==> config.mk <==
export PLATFORM = sky130hd
export DESIGN_NAME = scancode_set1_to_ascii_decoder_top
export DESIGN_NICKNAME = d
export VERILOG_FILES = /design/src/hw/rtl/sc1_pkg.sv /design/src/hw/rtl/scancode_set1_to_ascii_decoder_top.sv /design/src/hw/rtl/sc1_keymem.sv
export SDC_FILE = /design/constraint.sdc
export NUM_CORES = 1
export LEC_CHECK = 0
export ABC_AREA = 0
export BUFFER_PORTS_ARGS = -buffer_cell sky130_fd_sc_hd__buf_2
export CAP_MARGIN = 20
export CORE_MARGIN = 10
export CORE_UTILIZATION = 40
export DETAILED_ROUTE_END_ITERATION = 10
export PLACE_DENSITY = 0.6
export SLEW_MARGIN = 25
export SYNTH_ARGS = -nofsm -noshare
export SYNTH_HDL_FRONTEND = slang
export SYNTH_HIERARCHICAL = 1
export SYNTH_SLANG_ARGS = --single-unit
==> constraint.sdc <==
create_clock -name clk_i -period 2.86 [get_ports clk_i]
set_clock_uncertainty 0.2 [all_clocks]
set_input_delay 0.429 -clock clk_i [delete_from_list [all_inputs] [get_ports clk_i]]
set_output_delay 0.429 -clock clk_i [all_outputs]
set_load 0.02 [all_outputs]
==> src/hw/rtl/sc1_pkg.sv <==
// Shared types, scancode constants and character tables for the Set 1 decoder.
package sc1_pkg;

  localparam int unsigned KeySlots = 128;
  localparam int unsigned KeyW     = $clog2(KeySlots);
  localparam int unsigned AddrW    = KeyW + 1;

  localparam logic [7:0]      PrefixByte = 8'hE0;
  localparam logic [KeyW-1:0] ScF1       = 7'h3B;
  localparam logic [KeyW-1:0] ScLShift   = 7'h2A;
  localparam logic [KeyW-1:0] ScRShift   = 7'h36;
  localparam logic [KeyW-1:0] ScCtrl     = 7'h1D;
  localparam logic [KeyW-1:0] ScAlt      = 7'h38;
  localparam logic [KeyW-1:0] ScCaps     = 7'h3A;

  typedef enum logic [1:0] {
    TblBase  = 2'd0,
    TblShift = 2'd1,
    TblAltGr = 2'd2
  } table_e;

  typedef struct packed {
    logic       command;
    logic [7:0] scan_byte;
    logic       query_extended;
    logic [6:0] query_key;
  } in_t;

  typedef struct packed {
    logic       char_valid;
    logic [7:0] char_code;
    logic       snapshot_event;
    logic       key_is_down;
    logic       shift_down;
    logic       ctrl_down;
    logic       alt_down;
    logic       altgr_down;
    logic       caps_on;
  } out_t;

  // Control carried from the decode stage to the lookup stage.
  typedef struct packed {
    logic       lookup;
    table_e     tbl;
    logic [6:0] key;
    logic       snap;
    logic       query;
    logic [AddrW-1:0] qaddr;
  } op_t;

  function automatic logic [7:0] char_rom(input table_e tbl, input logic [6:0] key);
    logic [7:0] b, s, a;
    b = 8'd0;
    s = 8'd0;
    a = 8'd0;
    case (key)
      7'd1:  begin b = 8'd27; s = 8'd27; a = 8'd27; end
      7'd2:  begin b = "1"; s = "!"; a = "|"; end
      7'd3:  begin b = "2"; s = "\""; a = "@"; end
      7'd4:  begin b = "3"; s = "#"; a = 8'd249; end
      7'd5:  begin b = "4"; s = "$"; a = "~"; end
      7'd6:  begin b = "5"; s = "%"; a = 8'd128; end
      7'd7:  begin b = "6"; s = "&"; a = 8'd172; end
      7'd8:  begin b = "7"; s = "/"; a = "7"; end
      7'd9:  begin b = "8"; s = "("; a = "8"; end
      7'd10: begin b = "9"; s = ")"; a = "9"; end
      7'd11: begin b = "0"; s = "="; a = "0"; end
      7'd12: begin b = "'"; s = "?"; a = "\\"; end
      7'd13: begin b = 8'd191; s = 8'd161; a = 8'd191; end
      7'd14: begin b = 8'd8; s = 8'd8; a = 8'd8; end
      7'd15: begin b = 8'd9; s = 8'd9; a = 8'd9; end
      7'd16: begin b = "q"; s = "Q"; a = "@"; end
      7'd17: begin b = "w"; s = "W"; a = "w"; end
      7'd18: begin b = "e"; s = "E"; a = 8'd128; end
      7'd19: begin b = "r"; s = "R"; a = "r"; end
      7'd20: begin b = "t"; s = "T"; a = "t"; end
      7'd21: begin b = "y"; s = "Y"; a = "y"; end
      7'd22: begin b = "u"; s = "U"; a = "u"; end
      7'd23: begin b = "i"; s = "I"; a = "i"; end
      7'd24: begin b = "o"; s = "O"; a = "o"; end
      7'd25: begin b = "p"; s = "P"; a = "p"; end
      7'd27: begin b = "+"; s = "*"; a = "~"; end
      7'd28: begin b = 8'd10; s = 8'd10; a = 8'd10; end
      7'd30: begin b = "a"; s = "A"; a = "a"; end
      7'd31: begin b = "s"; s = "S"; a = "s"; end
      7'd32: begin b = "d"; s = "D"; a = "d"; end
      7'd33: begin b = "f"; s = "F"; a = "f"; end
      7'd34: begin b = "g"; s = "G"; a = "g"; end
      7'd35: begin b = "h"; s = "H"; a = "h"; end
      7'd36: begin b = "j"; s = "J"; a = "j"; end
      7'd37: begin b = "k"; s = "K"; a = "k"; end
      7'd38: begin b = "l"; s = "L"; a = "l"; end
      7'd39: begin b = 8'd241; s = 8'd209; a = 8'd241; end
      7'd40: begin b = "{"; s = "["; a = "^"; end
      7'd41: begin b = "|"; s = 8'd176; a = 8'd0; end
      7'd43: begin b = "}"; s = "]"; a = 8'd0; end
      7'd44: begin b = "z"; s = "Z"; a = "z"; end
      7'd45: begin b = "x"; s = "X"; a = "x"; end
      7'd46: begin b = "c"; s = "C"; a = "c"; end
      7'd47: begin b = "v"; s = "V"; a = "v"; end
      7'd48: begin b = "b"; s = "B"; a = "b"; end
      7'd49: begin b = "n"; s = "N"; a = "n"; end
      7'd50: begin b = "m"; s = "M"; a = "m"; end
      7'd51: begin b = ","; s = ";"; a = ","; end
      7'd52: begin b = "."; s = ":"; a = 8'd249; end
      7'd53: begin b = "-"; s = "_"; a = "_"; end
      7'd55: begin b = "*"; s = "*"; a = "*"; end
      7'd57: begin b = " "; s = " "; a = " "; end
      7'd71: begin b = "7"; s = "7"; a = "7"; end
      7'd72: begin b = "8"; s = "8"; a = "8"; end
      7'd73: begin b = "9"; s = "9"; a = "9"; end
      7'd74: begin b = "-"; s = "-"; a = "-"; end
      7'd75: begin b = "4"; s = "4"; a = "4"; end
      7'd76: begin b = "5"; s = "5"; a = "5"; end
      7'd77: begin b = "6"; s = "6"; a = "6"; end
      7'd78: begin b = "+"; s = "+"; a = "+"; end
      7'd79: begin b = "1"; s = "1"; a = "1"; end
      7'd80: begin b = "2"; s = "2"; a = "2"; end
      7'd81: begin b = "3"; s = "3"; a = "3"; end
      7'd82: begin b = "0"; s = "0"; a = "0"; end
      7'd83: begin b = "."; s = "."; a = "."; end
      7'd86: begin b = "<"; s = ">"; a = "|"; end
      default: begin b = 8'd0; s = 8'd0; a = 8'd0; end
    endcase
    case (tbl)
      TblShift: char_rom = s;
      TblAltGr: char_rom = a;
      default:  char_rom = b;
    endcase
  endfunction

endpackage

==> src/hw/rtl/scancode_set1_to_ascii_decoder_top.sv <==
// Top level of the Set 1 scancode to character decoder.
//
// Input beats carry either a scancode byte (command 0) or a key query
// (command 1); each input beat yields exactly one output beat.
// A beat is decoded in the cycle it is accepted: the bitmap memory is
// written then and the modifier levels, prefix count and caps flag are
// kept in flip-flops alongside. A query reads the bitmap memory, whose
// registered data arrives in the cycle after acceptance, when the
// character table is also looked up and the result is loaded into the
// output register. Output valid rises once that register is loaded, so
// a result passes the lookup stage and the output register. A new beat is
// accepted every cycle while the output stage can move: a write in one
// cycle is seen by a query in the next, since the memory write lands
// before the registered read of the following cycle.
// When the receiver stalls, the lookup stage and output register hold and
// input ready drops once both are full.
// Reset clears all keys to released, the prefix count and the caps flag;
// no clearing pass is needed, valid bits cover the bitmap.
module scancode_set1_to_ascii_decoder_top (
  input  logic          clk_i,
  input  logic          rst_ni,
  input  logic          in_valid_i,
  output logic          in_ready_o,
  input  sc1_pkg::in_t  in_data_i,
  output logic          out_valid_o,
  input  logic          out_ready_i,
  output sc1_pkg::out_t out_data_o
);
  // Modifier mirror bits: lshift, rshift, ctrl normal, ctrl ext, alt, altgr.
  logic       lsh_q, rsh_q, ctl0_q, ctl1_q, alt_q, agr_q;
  logic       lsh_d, rsh_d, ctl0_d, ctl1_d, alt_d, agr_d;
  logic [1:0] pfx_q, pfx_d;
  logic       caps_q, caps_d;

  logic          s1_vld_q;
  sc1_pkg::op_t  s1_op_q, op_d;
  logic [4:0]    s1_lvl_q;  // shift, ctrl, alt, altgr, caps
  logic          s1_go;
  logic          acc;

  logic                      we;
  logic [sc1_pkg::AddrW-1:0] waddr;
  logic                      wdata;
  logic                      rdata;

  sc1_pkg::out_t out_q, out_d;
  logic          out_vld_q;

  logic [6:0] key;
  logic       make;
  logic       shift_now;

  assign s1_go      = !out_vld_q || out_ready_i;
  assign in_ready_o = !s1_vld_q || s1_go;
  assign acc        = in_valid_i && in_ready_o;

  assign key  = in_data_i.scan_byte[6:0];
  assign make = !in_data_i.scan_byte[7];

  always_comb begin
    lsh_d  = lsh_q;
    rsh_d  = rsh_q;
    ctl0_d = ctl0_q;
    ctl1_d = ctl1_q;
    alt_d  = alt_q;
    agr_d  = agr_q;
    pfx_d  = pfx_q;
    caps_d = caps_q;
    we     = 1'b0;
    waddr  = {1'b0, key};
    wdata  = make;
    op_d   = '0;
    op_d.tbl   = sc1_pkg::TblBase;
    op_d.key   = key;
    op_d.qaddr = {in_data_i.query_extended, in_data_i.query_key};
    shift_now  = lsh_q | rsh_q;
    if (in_data_i.command) begin
      op_d.query = 1'b1;
    end else if (in_data_i.scan_byte == sc1_pkg::PrefixByte) begin
      if (pfx_q != 2'd3) begin
        pfx_d = pfx_q + 2'd1;
      end
    end else if (pfx_q != 2'd0) begin
      we    = 1'b1;
      waddr = {1'b1, key};
      pfx_d = pfx_q - 2'd1;
      if (key == sc1_pkg::ScCtrl) ctl1_d = make;
      if (key == sc1_pkg::ScAlt)  agr_d  = make;
    end else begin
      we = 1'b1;
      if (key == sc1_pkg::ScLShift) lsh_d  = make;
      if (key == sc1_pkg::ScRShift) rsh_d  = make;
      if (key == sc1_pkg::ScCtrl)   ctl0_d = make;
      if (key == sc1_pkg::ScAlt)    alt_d  = make;
      if (make) begin
        if (key == sc1_pkg::ScF1) begin
          op_d.snap = 1'b1;
        end else begin
          if (key == sc1_pkg::ScCaps) caps_d = !caps_q;
          op_d.lookup = 1'b1;
          if (agr_q) begin
            op_d.tbl = sc1_pkg::TblAltGr;
          end else if (shift_now ^ caps_d) begin
            op_d.tbl = sc1_pkg::TblShift;
          end
        end
      end
    end
    if (!acc) begin
      we     = 1'b0;
      pfx_d  = pfx_q;
      caps_d = caps_q;
      lsh_d  = lsh_q;
      rsh_d  = rsh_q;
      ctl0_d = ctl0_q;
      ctl1_d = ctl1_q;
      alt_d  = alt_q;
      agr_d  = agr_q;
    end
  end

  sc1_keymem u_keymem (
    .clk_i   (clk_i),
    .rst_ni  (rst_ni),
    .we_i    (we),
    .waddr_i (waddr),
    .wdata_i (wdata),
    .re_i    (acc),
    .raddr_i (op_d.qaddr),
    .rdata_o (rdata)
  );

  always_ff @(posedge clk_i or negedge rst_ni) begin
    if (!rst_ni) begin
      lsh_q    <= 1'b0;
      rsh_q    <= 1'b0;
      ctl0_q   <= 1'b0;
      ctl1_q   <= 1'b0;
      alt_q    <= 1'b0;
      agr_q    <= 1'b0;
      pfx_q    <= 2'd0;
      caps_q   <= 1'b0;
      s1_vld_q <= 1'b0;
    end else begin
      lsh_q  <= lsh_d;
      rsh_q  <= rsh_d;
      ctl0_q <= ctl0_d;
      ctl1_q <= ctl1_d;
      alt_q  <= alt_d;
      agr_q  <= agr_d;
      pfx_q  <= pfx_d;
      caps_q <= caps_d;
      if (in_ready_o) begin
        s1_vld_q <= in_valid_i;
      end
    end
  end

  always_ff @(posedge clk_i) begin
    if (acc) begin
      s1_op_q  <= op_d;
      s1_lvl_q <= {lsh_d | rsh_d, ctl0_d | ctl1_d, alt_d, agr_d, caps_d};
    end
  end

  always_comb begin
    out_d                = '0;
    out_d.char_code      = s1_op_q.lookup ? sc1_pkg::char_rom(s1_op_q.tbl, s1_op_q.key)
                                          : 8'd0;
    out_d.char_valid     = out_d.char_code != 8'd0;
    out_d.snapshot_event = s1_op_q.snap;
    out_d.key_is_down    = s1_op_q.query & rdata;
    out_d.shift_down     = s1_lvl_q[4];
    out_d.ctrl_down      = s1_lvl_q[3];
    out_d.alt_down       = s1_lvl_q[2];
    out_d.altgr_down     = s1_lvl_q[1];
    out_d.caps_on        = s1_lvl_q[0];
  end

  always_ff @(posedge clk_i or negedge rst_ni) begin
    if (!rst_ni) begin
      out_vld_q <= 1'b0;
    end else if (s1_go) begin
      out_vld_q <= s1_vld_q;
    end
  end

  always_ff @(posedge clk_i) begin
    if (s1_go && s1_vld_q) begin
      out_q <= out_d;
    end
  end

  assign out_valid_o = out_vld_q;
  assign out_data_o  = out_q;
endmodule

==> src/hw/rtl/sc1_keymem.sv <==
// Key bitmap memory with valid bits: one write port, one registered read port.
module sc1_keymem (
  input  logic                     clk_i,
  input  logic                     rst_ni,
  input  logic                     we_i,
  input  logic [sc1_pkg::AddrW-1:0] waddr_i,
  input  logic                     wdata_i,
  input  logic                     re_i,
  input  logic [sc1_pkg::AddrW-1:0] raddr_i,
  output logic                     rdata_o
);
  localparam int unsigned Depth = 2 * sc1_pkg::KeySlots;

  logic             mem_q [Depth];
  logic [Depth-1:0] vld_q;
  logic             rd_q;
  logic             rv_q;

  // Entries never written read as released.
  always_ff @(posedge clk_i or negedge rst_ni) begin
    if (!rst_ni) begin
      vld_q <= '0;
    end else if (we_i) begin
      vld_q[waddr_i] <= 1'b1;
    end
  end

  always_ff @(posedge clk_i) begin
    if (we_i) begin
      mem_q[waddr_i] <= wdata_i;
    end
  end

  always_ff @(posedge clk_i or negedge rst_ni) begin
    if (!rst_ni) begin
      rv_q <= 1'b0;
      rd_q <= 1'b0;
    end else if (re_i) begin
      rv_q <= vld_q[raddr_i];
      rd_q <= mem_q[raddr_i];
    end
  end

  assign rdata_o = rv_q & rd_q;
endmodule
---- Word level (Yosys, flattened, before mapping) ----
Memories as Yosys holds them, arrays and structs flattened. A register that Yosys moved wholly into a read port is not among the register bits.
Cells that the tools add are included.
storage, ports and cells
  memories ................................ 2
  register bits ........................... 301
  output and inout bits ................... 18
  memory bits (read-only) ................. 3072
  memory bits (writable) .................. 256
  word-level logic and storage cells ...... 136
  bits of input ports ..................... 21
memories
  memory            depth  bits a word  rd ports  clocked after memory_dff  write ports  RTL line          text
  (name not given)  128    24           1         1                         0            sc1_pkg.sv:56     case (key)
  u_keymem.mem_q    256    1            1         1                         1            sc1_keymem.sv:14  logic mem_q [Depth];
cells by class
  eq/ne operators ......................... 11
  add/subtract/negate cells ............... 2
  muxes and demuxes ....................... 65
  bitwise logic cells ..................... 8
  reduce and logical (&&, ||, !) cells .... 17
  order comparisons ....................... 3
operators by type and width
  kind                 count
  $or 256x256->256     1
  $mux 1               52
  $eq 7x6->1 const B   5
  $mux 8               4
  $lt 8x9->1 const B   2
  $pmux 8 s2           1
  $bmux 1 s8           1
  $demux 1 s8          1
  $eq 8x8->1 const B   1
  $ge 8x1->1 const B   1
  $mux 2               4
  $reduce_bool 8->1    1
  $eq 7x5->1 const B   1
  $mux 7               1
  $reduce_or 6->1      1
  $logic_not 1->1      5
  $reduce_or 5->1      1
  $reduce_and 4->1     1
  $reduce_bool 2->1    2
  $reduce_or 4->1      1
  $logic_and 1x1->1    3
  $mux 3               1
  $or 1x1->1           3
  $add 2x1->2 const B  1
  9 further kinds      11

---- Depth between registers and ports, before layout ----
  depth in word-level cells ............... 13
  depth in mapped cells ................... 14
  gate-level depth less buffers ........... 12

---- By module ----
Netlist, hierarchy kept.
modules (own cells, without submodules)
  module                              sequential area each (um2)  area an instance (um2)  instances  cells an instance
  sc1_keymem                          14143.6                     21664.5                 1          1513
  scancode_set1_to_ascii_decoder_top  1746.7                      4862.2                  1          573

---- Worst setup path before layout ----
OpenSTA, ideal clock, no wires.
  path type ............................... in2reg
  start ................................... in in_data_i[15] (netlist name)
  end ..................................... reg s1_op_q[18] (netlist name) (data pin)
  stages on the path ...................... 5
  data arrival time ....................... 4.146 ns
  required time ........................... 2.529 ns
  path slack .............................. -1.618 ns
  buffers on the path ..................... 1
  setup time .............................. 0.131 ns
  cells stage by stage .................... clkbuf_1 inv_1 nand2_1 a31oi_1 and2_1
between the ends
  longest elaborated chain between the ends .. 2
RTL lines
  item                         RTL line                                   text
  start, declared              scancode_set1_to_ascii_decoder_top.sv:24   input sc1_pkg::in_t in_data_i,
  $eq 8x8->1                   scancode_set1_to_ascii_decoder_top.sv:79   end else if (in_data_i.scan_byte == sc1_pkg::PrefixByte) begin
  $reduce_or 5->1 (no line) *  -
  end signal, assigned         scancode_set1_to_ascii_decoder_top.sv:161  s1_op_q <= op_d;
  end, declared                scancode_set1_to_ascii_decoder_top.sv:36   sc1_pkg::op_t s1_op_q, op_d;
Every way passes the cells marked *; elsewhere a longest branch is shown, timed or not.
A chain may end at the register's enable or synchronous reset.

==> out/metrics.yaml <==
synth_common_cells: "308 x nor2_1, 289 x edfxtp_1, 269 x dfrtp_1"
yosysMostFrequentCell: "nor2_1"
start_util_pct: 40.3
chipWidth_um: 278
rsz0062_at_grt: "false"
grt_max_degree: 96
synthDistinctLibCells: 85
synth-simple-area-share_pct: 16.3
synth_adder_area_share_pct: 0.755
status: "finished, final reports clean"
synthFlopType: "edfxtp_1"
synth-edff-count: 289
maxSlewHeadroom_pct: 39.1
clkTransAtPathRegs_ns: 0.06
placed_cells: 3109
setup_slack_ns: 0.103
synth_top_family_by_area: "simple AND/OR/NAND/NOR gates"
synth-warning-count: 6
vias_per_cell: 5.70
clock-sinks: 582
hpwl_mm: 53.8
fp.dieH_um: 278
clockRootBuffer: "clkbuf_16"
pin_count: 39
stdcell_count: 3228
cp_max_fo: 5
synth_top_cell_by_area: "edfxtp_1"
synth-async-reset-ratio_pct: 46.2
hold_end: "out_valid_o"
drv_slew: 0
startpoint_type: "register"
diodes: 0
area_growth_pct: 19.2
core_um2: 65700
power_mw: 19.8
drt_iter0_drc: 1710
syn_nets: 2123
io_buffers: 38
setup_tns_ns: 0
required_ns: 3.14
muxShareOfSynthArea_pct: 12.1
drt_pass1_iterations: 5
r2r_cells: 10
irDropWorstVdd_uv: 605
syn_inst: 2086
htreeDepth: 2
syn_area_um2: 26500
hp-class: "input pin to register"
antenna_found_initial: 2
r2r-start: "out_valid_o"
fmax_ghz: 0.363
synth_top_area_share_pct: 32.7
worst_setup_path_end_kind: "register"
hold_violations: 0
nNetsFinal: 2350
antenna_left: 0
r2r_slack_ns: 0.10
fin_crit_ns: 2.76
synthTopCellsByArea: "edfxtp_1 33%, dfrtp_1 25%, mux4_2 8.7%"
wl_mm: 77.6
cts_buffers: 60
grt_pass1_vias: 19000
pre_cts_ws_ns: -0.295
cts_tree: "yes"
syn_avg_cell_area_um2: 12.7
drive_above_1_share_pct: 33.4
timing.max_cap.violations: 0
hold_depth: 4
crit_type: "register to register"
tightest_slew_ns: 0.890
cp.arrival_ns: 3.04
finalSetupViolCount: 0
clk_path_buf_depth: 3
drc: 0
synth-xor-area-share_pct: 0.231
finalCritPeriodShare_pct: 96.4
grt_usage_pct: 19.9
routedWlPerCell_um: 24.0
gp_congestion: 0.971
hp-start: "out_ready_i"
synth-seq-area-share_pct: 59.9
rows: 94
pwr_density_cell_nw_per_um2: 628
clkLatencyLatePin_ns: 0.63
die-area_um2: 77000
overflow: 0
utilization_pct: 48.1
synth_compound_area_share_pct: 7.76
synth_seq_cells: 582
grt_pass1_wl_mm: 119
leakage_nw: 13.3
vias: 18400
[state kept, by name, indices dropped and copies added, names as in the netlist, 2 cells and up, named ones only]
| register | count |
|---|---|
| pfx_q | 2 |
| u_keymem/mem_q | 256 |
| s1_lvl_q | 5 |
| s1_op_q | 11 |
| u_keymem/vld_q | 256 |
| out_data_o | 16 |
[cell families (layout without fill, tap and decap cells)]
logic type                 after synthesis  count (layout)
buffers and inverters                  160             438
muxes                                  176             176
DFF                                    582             582
adders and majority gates               16              16
and+or+nand+nor                        858             858
xor gates and xnor gates                 7               7
AOI/OAI and AO/OA                      287             287
[layout by cell type (no fill, tap or decap), types with 15 or more instances in the layout]
| cell type | Yosys | layout |
|---|---|---|
| nor2_1 | 308 | 308 |
| edfxtp_1 | 289 | 289 |
| dfrtp_1 | 269 | 268 |
| or2_2 | 258 | 258 |
| buf_4 | 13 | 231 |
| mux4_2 | 102 | 102 |
| nand2_1 | 99 | 99 |
| clkbuf_16 | 0 | 60 |
| mux2i_1 | 54 | 54 |
| nand3_1 | 52 | 52 |
| a21oi_1 | 48 | 48 |
| o21ai_0 | 47 | 45 |
| buf_2 | 23 | 35 |
| buf_12 | 1 | 27 |
| nand2b_1 | 26 | 26 |
| dfxtp_1 | 24 | 24 |
| o211ai_1 | 22 | 22 |
| nor2b_1 | 19 | 18 |
| o221ai_1 | 18 | 18 |
| nor3_1 | 18 | 16 |
| inv_1 | 18 | 15 |
| nand4_1 | 15 | 15 |
| a22oi_1 | 15 | 15 |
[where the power goes]
| part | leakage, nW | internal, mW | switching, mW |
|---|---|---|---|
| clock network | 1.04 | 4.97 | 3.32 |
| logic | 5.72 | 0.994 | 1.36 |
| registers | 6.53 | 9.06 | 0.133 |
| total | 13.3 | 15.0 | 4.82 |
[metrics by stage]
stage | hold slack [ns] | area, um^2
2_1_floorplan | -0.0666 | 26600
3_3_place_gp | 0.205 | 29400
3_5_place_dp | 0.205 | 29400
4_1_cts | 0.00742 | 31600
5_1_grt | 0.0636 | 31600
6_report | 0.0389 | 31600
[worst max path at each step]
| stage | start | end | slack, ns |
|---|---|---|---|
| global route | out_valid_o | register | 0.0003 |
| floorplan | in_data_i[15] | s1_lvl_q[2] | -0.69 |
| CTS | out_valid_o | register | 0.01 |
| global placement | in_data_i[4] | u_keymem/rv_q | -0.25 |
| finish | out_valid_o | register | 0.10 |
| detailed placement | in_data_i[4] | u_keymem/rv_q | -0.30 |
[metal layers]
layer  track usage, %  vias to the layer above  part of all wire [%]
met5                0                        -                 0.017
met4             6.38                        2                   2.9
met3             3.01                      126                   6.9
met2             31.1                      696                    46
met1             27.9                     9459                    44
li1                 -                     8122                     -
[worst max-delay path, cell delays in order, from the launching register on]
cell,delay (ns)
dfrtp_2,0.41
and3b_2,0.26
o211a_1,0.26
buf_4,0.17
ha_4,0.25
inv_4,0.05
a2111oi_0,0.05
a311oi_1,0.32
or3b_4,0.41
a32oi_1,0.16
o21bai_1,0.10
[layout make-up]
class | count | area [um^2]
clock buffers | 81 | 1660
clock inverters | 32 | 454
fillers | 5780 | 34100
inverters | 24 | 98.8
multi-input cells | 1344 | 9890
flip-flops and latches | 582 | 15900
well taps | 864 | 1080
repair buffers | 301 | 2540
[what timing repair did]
item,CTS,global route
resized for setup,0,12
setup buffers,0,1
hold buffers,5,0
setup endpoints to repair,0,90
endpoints found under the hold margin,61,0
Note: power is estimated with default switching activity, not from simulation.
